**src/hdl/bis_pkg.sv**
```systemverilog
// Package for the bounded integer set store: command and status codes,
// controller states and default sizes. No dependencies.
package bis_pkg;

  localparam int CAPACITY_DEF = 64;
  localparam int DATA_W       = 32;

  localparam logic [1:0] CMD_INSERT = 2'd0;
  localparam logic [1:0] CMD_REMOVE = 2'd1;
  localparam logic [1:0] CMD_QUERY  = 2'd2;

  localparam logic [1:0] ST_DONE    = 2'd0;
  localparam logic [1:0] ST_PRESENT = 2'd1;
  localparam logic [1:0] ST_ABSENT  = 2'd2;
  localparam logic [1:0] ST_FULL    = 2'd3;

  typedef enum logic [1:0] {
    S_IDLE,
    S_SCAN,
    S_FINISH
  } bis_state_t;

endpackage

```
**src/hdl/bis_ram.sv**
```systemverilog
// Element memory: one write port, one registered read port.
// Depends on bis_pkg for the data width.
module bis_ram #(
  parameter int DEPTH = bis_pkg::CAPACITY_DEF,
  parameter int AW    = $clog2(DEPTH)
) (
  input  logic                        clk,
  input  logic                        we,
  input  logic [AW-1:0]               waddr,
  input  logic [bis_pkg::DATA_W-1:0]  wdata,
  input  logic                        re,
  input  logic [AW-1:0]               raddr,
  output logic [bis_pkg::DATA_W-1:0]  rdata
);
  import bis_pkg::*;

  logic [DATA_W-1:0] mem [DEPTH];

  always_ff @(posedge clk) begin
    if (we) begin
      mem[waddr] <= wdata;
    end
  end

  always_ff @(posedge clk) begin
    if (re) begin
      rdata <= mem[raddr];
    end
  end

endmodule

```
**src/hdl/bounded_integer_set_store_unit.sv**
```systemverilog
// Top level of the bounded integer set store: controller, scan datapath and
// result registers around bis_ram. Depends on bis_pkg and bis_ram.
//
//   channel  | handshake        | payload
//   ---------+------------------+-------------------------------------------
//   command  | start / busy     | command, value
//   result   | done (1 cycle)   | status, was_present, element_count,
//            |                  | is_empty, min_value, max_value
//
// A command is accepted in S_IDLE; an empty set goes straight to S_FINISH.
// Otherwise the scan reads each stored entry once through the single memory
// read port, one per cycle, and compares it as the registered read data
// returns; after the last compare the controller passes through S_FINISH,
// which registers the result strobe. Removal compacts the later entries in the scan.
// Reset (rst, synchronous) empties the set; memory contents are not cleared.
// Results cannot be stalled; busy drops on the cycle the result strobe rises.
module bounded_integer_set_store_unit #(
  parameter int CAPACITY = bis_pkg::CAPACITY_DEF,
  parameter int CW       = $clog2(CAPACITY + 1)
) (
  input  logic                               clk,
  input  logic                               rst,
  input  logic                               start,
  output logic                               busy,
  input  logic [1:0]                         command,
  input  logic signed [bis_pkg::DATA_W-1:0]  value,
  output logic                               done,
  output logic [1:0]                         status,
  output logic                               was_present,
  output logic [CW-1:0]                      element_count,
  output logic                               is_empty,
  output logic signed [bis_pkg::DATA_W-1:0]  min_value,
  output logic signed [bis_pkg::DATA_W-1:0]  max_value
);
  import bis_pkg::*;

  localparam int AW = (CAPACITY > 1) ? $clog2(CAPACITY) : 1;

  bis_state_t state, state_next;

  logic [CW-1:0]            count;
  logic [1:0]               cmd;
  logic signed [DATA_W-1:0] val;
  logic [CW-1:0]            rd_idx;
  logic                     chk_vld;
  logic [AW-1:0]            chk_idx;
  logic                     found;
  logic                     have_mm;
  logic signed [DATA_W-1:0] mn, mx;

  logic                     issue;
  logic [DATA_W-1:0]        rdata;
  logic signed [DATA_W-1:0] elem;
  logic                     match;
  logic                     we;
  logic [AW-1:0]            waddr;
  logic [DATA_W-1:0]        wdata;

  logic                     ins_new, incl_v;
  logic [1:0]               status_next;
  logic [CW-1:0]            count_next;
  logic signed [DATA_W-1:0] mn_next, mx_next;

  bis_ram #(.DEPTH(CAPACITY), .AW(AW)) u_ram (
    .clk   (clk),
    .we    (we),
    .waddr (waddr),
    .wdata (wdata),
    .re    (issue),
    .raddr (rd_idx[AW-1:0]),
    .rdata (rdata)
  );

  assign busy  = (state != S_IDLE);
  assign elem  = $signed(rdata);
  assign match = chk_vld && (elem == val);

  // next state and scan control
  always_comb begin
    state_next = state;
    issue      = 1'b0;
    case (state)
      S_IDLE: begin
        if (start) begin
          state_next = (count == '0) ? S_FINISH : S_SCAN;
        end
      end
      S_SCAN: begin
        issue = (rd_idx < count);
        if (!issue && !chk_vld) begin
          state_next = S_FINISH;
        end
      end
      S_FINISH: begin
        state_next = S_IDLE;
      end
      default: begin
        state_next = S_IDLE;
      end
    endcase
  end

  // command resolution at the end of the scan
  always_comb begin
    ins_new     = (cmd == CMD_INSERT) && !found && (count < CW'(CAPACITY));
    incl_v      = (found && (cmd != CMD_REMOVE)) || ins_new;
    status_next = ST_DONE;
    count_next  = count;
    case (cmd)
      CMD_INSERT: begin
        if (found) begin
          status_next = ST_PRESENT;
        end else if (!ins_new) begin
          status_next = ST_FULL;
        end else begin
          count_next = count + 1'b1;
        end
      end
      CMD_REMOVE: begin
        if (!found) begin
          status_next = ST_ABSENT;
        end else begin
          count_next = count - 1'b1;
        end
      end
      default: begin
        status_next = ST_DONE;
      end
    endcase
    if (have_mm) begin
      mn_next = (incl_v && (val < mn)) ? val : mn;
      mx_next = (incl_v && (val > mx)) ? val : mx;
    end else if (incl_v) begin
      mn_next = val;
      mx_next = val;
    end else begin
      mn_next = '0;
      mx_next = '0;
    end
  end

  // memory write: compaction shift during scan, append on insert
  always_comb begin
    we    = 1'b0;
    waddr = chk_idx - 1'b1;
    wdata = rdata;
    if (state == S_SCAN) begin
      we = chk_vld && found && (cmd == CMD_REMOVE);
    end else if (state == S_FINISH) begin
      we    = ins_new;
      waddr = count[AW-1:0];
      wdata = val;
    end
  end

  always_ff @(posedge clk) begin
    if (rst) begin
      state   <= S_IDLE;
      count   <= '0;
      done    <= 1'b0;
      chk_vld <= 1'b0;
      found   <= 1'b0;
      have_mm <= 1'b0;
      rd_idx  <= '0;
    end else begin
      state   <= state_next;
      done    <= (state == S_FINISH);
      chk_vld <= issue;
      if (state == S_IDLE && start) begin
        found   <= 1'b0;
        have_mm <= 1'b0;
        rd_idx  <= '0;
      end else begin
        if (issue) begin
          rd_idx <= rd_idx + 1'b1;
        end
        if (match) begin
          found <= 1'b1;
        end else if (chk_vld) begin
          have_mm <= 1'b1;
        end
      end
      if (state == S_FINISH) begin
        count <= count_next;
      end
    end
  end

  // payload registers
  always_ff @(posedge clk) begin
    if (state == S_IDLE && start) begin
      cmd <= command;
      val <= value;
    end
    if (issue) begin
      chk_idx <= rd_idx[AW-1:0];
    end
    if (chk_vld && !match) begin
      if (!have_mm || elem < mn) begin
        mn <= elem;
      end
      if (!have_mm || elem > mx) begin
        mx <= elem;
      end
    end
    if (state == S_FINISH) begin
      status        <= status_next;
      was_present   <= found;
      element_count <= count_next;
      is_empty      <= (count_next == '0);
      min_value     <= mn_next;
      max_value     <= mx_next;
    end
  end

  a_count_bound: assert property (@(posedge clk) disable iff (rst)
    count <= CW'(CAPACITY))
    else $error("element count above capacity");

  a_done_after_finish: assert property (@(posedge clk) disable iff (rst)
    done |-> $past(state) == S_FINISH)
    else $error("result strobe without finish step");

  a_accept_busy: assert property (@(posedge clk) disable iff (rst)
    (start && !busy) |=> busy)
    else $error("accepted beat did not raise busy");

  a_empty_zero: assert property (@(posedge clk) disable iff (rst)
    (done && is_empty) |-> (min_value == '0 && max_value == '0 &&
                            element_count == '0))
    else $error("empty result with nonzero fields");

  a_min_le_max: assert property (@(posedge clk) disable iff (rst)
    (done && !is_empty) |-> (min_value <= max_value))
    else $error("minimum above maximum");

endmodule

```
**config.mk**
```make
export PLATFORM = sky130hd
export DESIGN_NAME = bounded_integer_set_store_unit
export DESIGN_NICKNAME = d
export VERILOG_FILES = /design/src/hdl/bis_pkg.sv /design/src/hdl/bis_ram.sv /design/src/hdl/bounded_integer_set_store_unit.sv
export SDC_FILE = /design/constraint.sdc
export NUM_CORES = 2
export LEC_CHECK = 0
export ABC_AREA = 0
export ABC_CLOCK_PERIOD_IN_PS = 6300
export BUFFER_PORTS_ARGS = -buffer_cell sky130_fd_sc_hd__buf_4
export CAP_MARGIN = 0
export CORE_MARGIN = 2
export CORE_UTILIZATION = 63
export DETAILED_ROUTE_END_ITERATION = 7
export PLACE_DENSITY_LB_ADDON = 0.12
export SYNTH_ARGS = -nofsm -noshare
export SYNTH_HDL_FRONTEND = slang
export SYNTH_SLANG_ARGS = --single-unit
```
**constraint.sdc**
```tcl
create_clock -name clk -period 6.3 [get_ports clk]
set_clock_uncertainty 0.05 [all_clocks]
set_input_delay 0.63 -clock clk [delete_from_list [all_inputs] [get_ports clk]]
set_output_delay 0.63 -clock clk [all_outputs]
set_load 0.02 [all_outputs]
```
# [After elaboration in Yosys (flattened, before gate mapping)]
# Memories as Yosys holds them, arrays and structs flattened. A register that Yosys moved wholly into a read port is not among the register bits.
# Index checks and enable logic that the tools add are counted.
[word_totals] inputBits=37 output_inout_bits=77 n_memories=1 ram_bits=2048 regBits=199 wordCells=92
[mem_list] name="u_ram.mem" depth=64 width=32 read_ports=1 rd_ports_with_merged_regs=1 write_ports=1 line="bis_ram.sv:17" source="logic [DATA_W-1:0] mem [DEPTH];"
[classes] n_lt_le_gt_ge=6 bitwise_logic=1 n_reduce_logical=29 add_sub_neg=4 n_eq_ne=7 muxes=26
[ops] cell="$mux 32" n=7
[ops] cell="$gt 32x32->1" n=2
[ops] cell="$lt 32x32->1" n=2
[ops] cell="$eq 32x32->1" n=1
[ops] cell="$mux 7" n=3
[ops] cell="$add 7x1->7 const B" n=2
[ops] cell="$logic_not 7->1" n=2
[ops] cell="$pmux 7 s2" n=1
[ops] cell="$mux 2" n=6
[ops] cell="$mux 6" n=2
[ops] cell="$logic_and 1x1->1" n=11
[ops] cell="$pmux 2 s2" n=2
[ops] cell="$reduce_and 2->1" n=4
[ops] cell="$lt 7x7->1" n=1
[ops] cell="$lt 7x7->1 const B" n=1
[ops] cell="$sub 7x1->7 const B" n=1
[ops] cell="$sub 6x1->6 const B" n=1
[ops] cell="$logic_not 1->1" n=5
[ops] cell="$mux 1" n=5
[ops] cell="$eq 2x1->1 const B" n=2
[ops] cell="$logic_not 2->1" n=2
[ops] cell="$ne 2x2->1 const B" n=2
[ops] cell="$logic_or 1x1->1" n=3
[ops] cell="$eq 2x2->1 const B" n=1
[ops] cell="other kinds (4)" n=4

# [Longest topological paths before layout]
[logic_depth] ltp_word=7 ltp_mapped=12 ltp_nobuf=10

# [Modules after synthesis]
# A second synthesis with hierarchy kept.
[hier_totals] cells_unflattened=4424 hier_area_um2=90589.4
[by_module_without_submodules] mod="bis_ram" instances=1 cells_per_inst=3324 area_per_inst_um2=78835.6 seq_area_each_um2=62459.9
[by_module_without_submodules] mod="bounded_integer_set_store_unit" instances=1 cells_per_inst=1100 area_per_inst_um2=11753.8 seq_area_each_um2=5775.5

# [Worst setup path after synthesis]
# OpenSTA, ideal clock, no wires.
[synth_timing] path_type="flip-flop to flip-flop" start="register state[0]" end="memory u_ram.mem[0][22], data pin" required_ns=5.894 setup_time_ns=0.356 synth_period_minus_slack_ns=4.495 slack_ns=1.805 stages_incl_launch_ff=7 path_buffers=2 arrival_time_ns=4.089 path_cell_list="dfxtp_1 nand2b_1 inv_2 clkbuf_1 clkbuf_1 nand2_1 nand2_1"
[synth_via] elab_chain_len=3 word_cells_on_any_way=4 cone_classes="eq/ne: 2; mux: 2"
[synth_rtl] item="from (decl)" line="bounded_integer_set_store_unit.sv:39" source="bis_state_t state, state_next;"
[synth_rtl] item="from (signal assigned)" line="bounded_integer_set_store_unit.sv:166" source="state <= state_next;"
[synth_rtl] item="$eq 2x2->1" line="bounded_integer_set_store_unit.sv:149" source="end else if (state == S_FINISH) begin"
[synth_rtl] item="$mux 32" line="bounded_integer_set_store_unit.sv:149"
[synth_rtl] item="$mux 32 (*)" line="bounded_integer_set_store_unit.sv:147" source="if (state == S_SCAN) begin"
[synth_rtl] item="via u_ram.wdata (one bit)" line="bis_ram.sv:10" source="input logic [bis_pkg::DATA_W-1:0] wdata,"
[synth_rtl] item="to (decl)" line="bis_ram.sv:17"
# Mark *: on every way through the listed nets, which the timed path passes. The rest lies on a longest branch.

# [Worst setup path in the final report]
[layout_timing] start="register state[0]" end="memory u_ram.mem[42][3], enable pin"
[layout_via] elab_chain_len=5 word_cells_on_any_way=8 cone_classes="eq/ne: 2; mux: 6"
[layout_rtl] item="$eq 2x2->1" line="bounded_integer_set_store_unit.sv:149"
[layout_rtl] item="$mux 1" line="bounded_integer_set_store_unit.sv:149"
[layout_rtl] item="$mux 1" line="bounded_integer_set_store_unit.sv:147"
[layout_rtl] item="$mux 1" line="bis_ram.sv:20" source="if (we) begin"
[layout_rtl] item="$mux 1 (not written as such)" line="bis_ram.sv:21" source="mem[waddr] <= wdata;"
# Parallel ways exist; a longest one is shown, timed or not.

==> impl_metrics.toml <==
[run_status]
outcome = "complete, no violations"

[timing]
tns_ps = 0
finalSetupViolations = 0
rsz0062_at_grt = "no"
finalMaxSlewViolations = 0
slew_headroom = 0.129
hold_viol_final = 0
fin_ws_ps = 2280
max_freq_ghz = 0.249
whs_ps = 74.5
worst_pin_slew_ps = 1310
finalCritPeriodShare = 0.639
period_needed_ps = 4020

[logic_synthesis]
syn_nets = 4147
async_flop_share = 0
yosysMostFrequentCell = "edfxtp_1"
avgSynthCellArea_um2 = 22.6
synth-seq-cells = 2279
synth_area_leaders = "edfxtp_1 (76%), mux4_2 (17%), ha_1 (1.9%)"
ys_seq_area_frac = 0.760
syn_inst = 3974
synth_top_cell_area_share = 0.756
synth_cell_types = 56
yosysTopAreaCell = "edfxtp_1"
synth-edff-count = 2259
ys_warn_count = 0
syn-cell-area_mm2 = 0.0897
yosys_most_used_dff = "edfxtp_1"
ys_top_cells_by_count = "edfxtp_1 (2259), mux4_2 (672), nand2_1 (157)"

[floorplan]
ios = 114
dieArea_mm2 = 0.145
die_w_um = 381
die_h_um = 381
start_util = 0.635
placementRows = 138
core_mm2 = 0.141

[cts]
cts_buffers = 216
htreeDepth = 4
clkLatencyLatePin_ps = 850
cts_resized = 0
cts_tree = "done"
cts.sinks = 2279
clk_pin_slew_ps = 60
cts_root_buffer = "clkbuf_16"
cts_max_path_buffers = 3
postCtsSetupBuffers = 0

[worst_hold_path]
hp-class = "input pin to flop"

[grt]
grt_max_degree = 124
overflow = 0
grt_pass1_wl_um = 310000
track_usage = 0.300
antenna_found_initial = 14
grt_pass1_vias = 43300

[critical_path]
r2r_start = "state[0]"
startpoint = "state[0]"
crit_type = "flop to flop"
r2r_end = "u_ram.mem[42][3]"
cp-endpoint = "u_ram.mem[42][3]"
reg2reg_setup_slack_ps = 2280
critPathArrivalTime_ps = 4420
endpoint_kind = "flop"
startpoint_type = "flop"
crit_fanout = 48
reg2reg_depth = 6
worstPathRequired_ps = 6700

[place]
hpwl_um = 121000
gp_congestion = 0.905
port-buffer-count = 113
pre_cts_ws_ps = 2290

[final_layout]
drive_above_1_share = 0.293
fin_util = 0.716
nNetsFinal = 4448
area_growth_pct = 12.8

[drt]
drc = 0
wl_per_cell_um = 33.7
drt_wl_total_um = 214000
drtAntennaViolNets = 0
vias = 43400
first_pass_iters = 5
viasPerCell = 6.83
drt_first_iter_violations = 5936

[job]
max-cap-violations = 0

[power]
ir_drop_v = 0.000249
p_leak_nw = 31.5
p_per_area_mw_per_mm2 = 307
[timing repair]
action | CTS | global route
endpoints found under the hold margin | 34 | 0
setup endpoints to repair | 0 | 0
hold buffers | 34 | 0
[state kept, by name, summed over array words and instances (netlist names), 2 cells and up]
register       count
mx                32
count              7
cmd                2
mn                32
chk_idx            6
u_ram.rdata       32
min_value         32
element_count      7
state              2
max_value         32
rd_idx             7
status             2
u_ram.mem       2048
val               32
[critical path: stages, from the launching register on]
cell	delay, ps
dfxtp_1	380
nand2b_2	170
buf_4	550
nor2_1	130
a21oi_1	300
nand3_1	750
nor2_4	1210
[area by class of cell]
type	instances	area (um^2)
fill	8067	40200
clock inverter	133	1440
inverter	85	322
timing repair buffer	265	2200
multi-input combinational	1428	20900
sequential	2279	68300
tap	1890	2360
clock buffer	263	5680
antenna	3	7.51
[report_power, final]
group          internal, mW  total (mW)  switching, mW
registers              16.9        17.0         0.0742
clock network          7.61        13.1           5.50
logic                 0.223       0.908          0.685
total                  24.8        31.0           6.26
[cells in the final DEF (no fill, tap or decap), types with 39 or more instances in the layout]
cell and instances:
nor2_1 41, nor2_4 65, clkinv_2 39, clkbuf_16 220, xnor2_1 44, nand2_1 141, buf_4 221, clkbuf_1 42
a22o_1 64, edfxtp_1 2259, ha_1 136, mux4_2 672, a21oi_1 52, inv_1 82, clkinv_1 49
[kinds of logic (layout without fill, tap and decap cells)]
logic type	Yosys count	in the layout	share of synthesized area
compound gates	218	218	0.0173
xor+xnor	46	46	0.00449
fa+ha+maj	136	136	0.0190
buf+inv	267	746	0.0128
flops	2279	2279	0.760
mux	676	676	0.169
other cells	0	3	0
simple gates	352	352	0.0170
[through the flow]
step	instances	power (mW)	area [um^2]
2_1_floorplan	3974	17.8	89700
3_3_place_gp	5913	18.2	93700
3_5_place_dp	5913	18.2	93700
4_1_cts	6343	31.1	101000
5_1_grt	6343	31.8	101000
6_report	6346	31.0	101000
[how the worst min path moves through the flow]
stage | from | to | cells after the start | slack (ps)
after global placement | rd_idx[6] | rd_idx[6] | 2 | 420
after global routing | rst | count[2] | 2 | 50
after detailed placement | rd_idx[6] | rd_idx[6] | 2 | 440
after floorplan | found | was_present | 0 | 360
final | rst | count[2] | 2 | 70
after CTS | rst | count[6] | 2 | 20
[per-layer routing]
metal | GRT usage | routed length [um]
met4 | 0.0732 | 4670
met3 | 0.0544 | 20300
met1 | 0.452 | 85200
met2 | 0.469 | 104000
met5 | 0 | 44
Note: power is estimated with default switching activity, not from simulation.
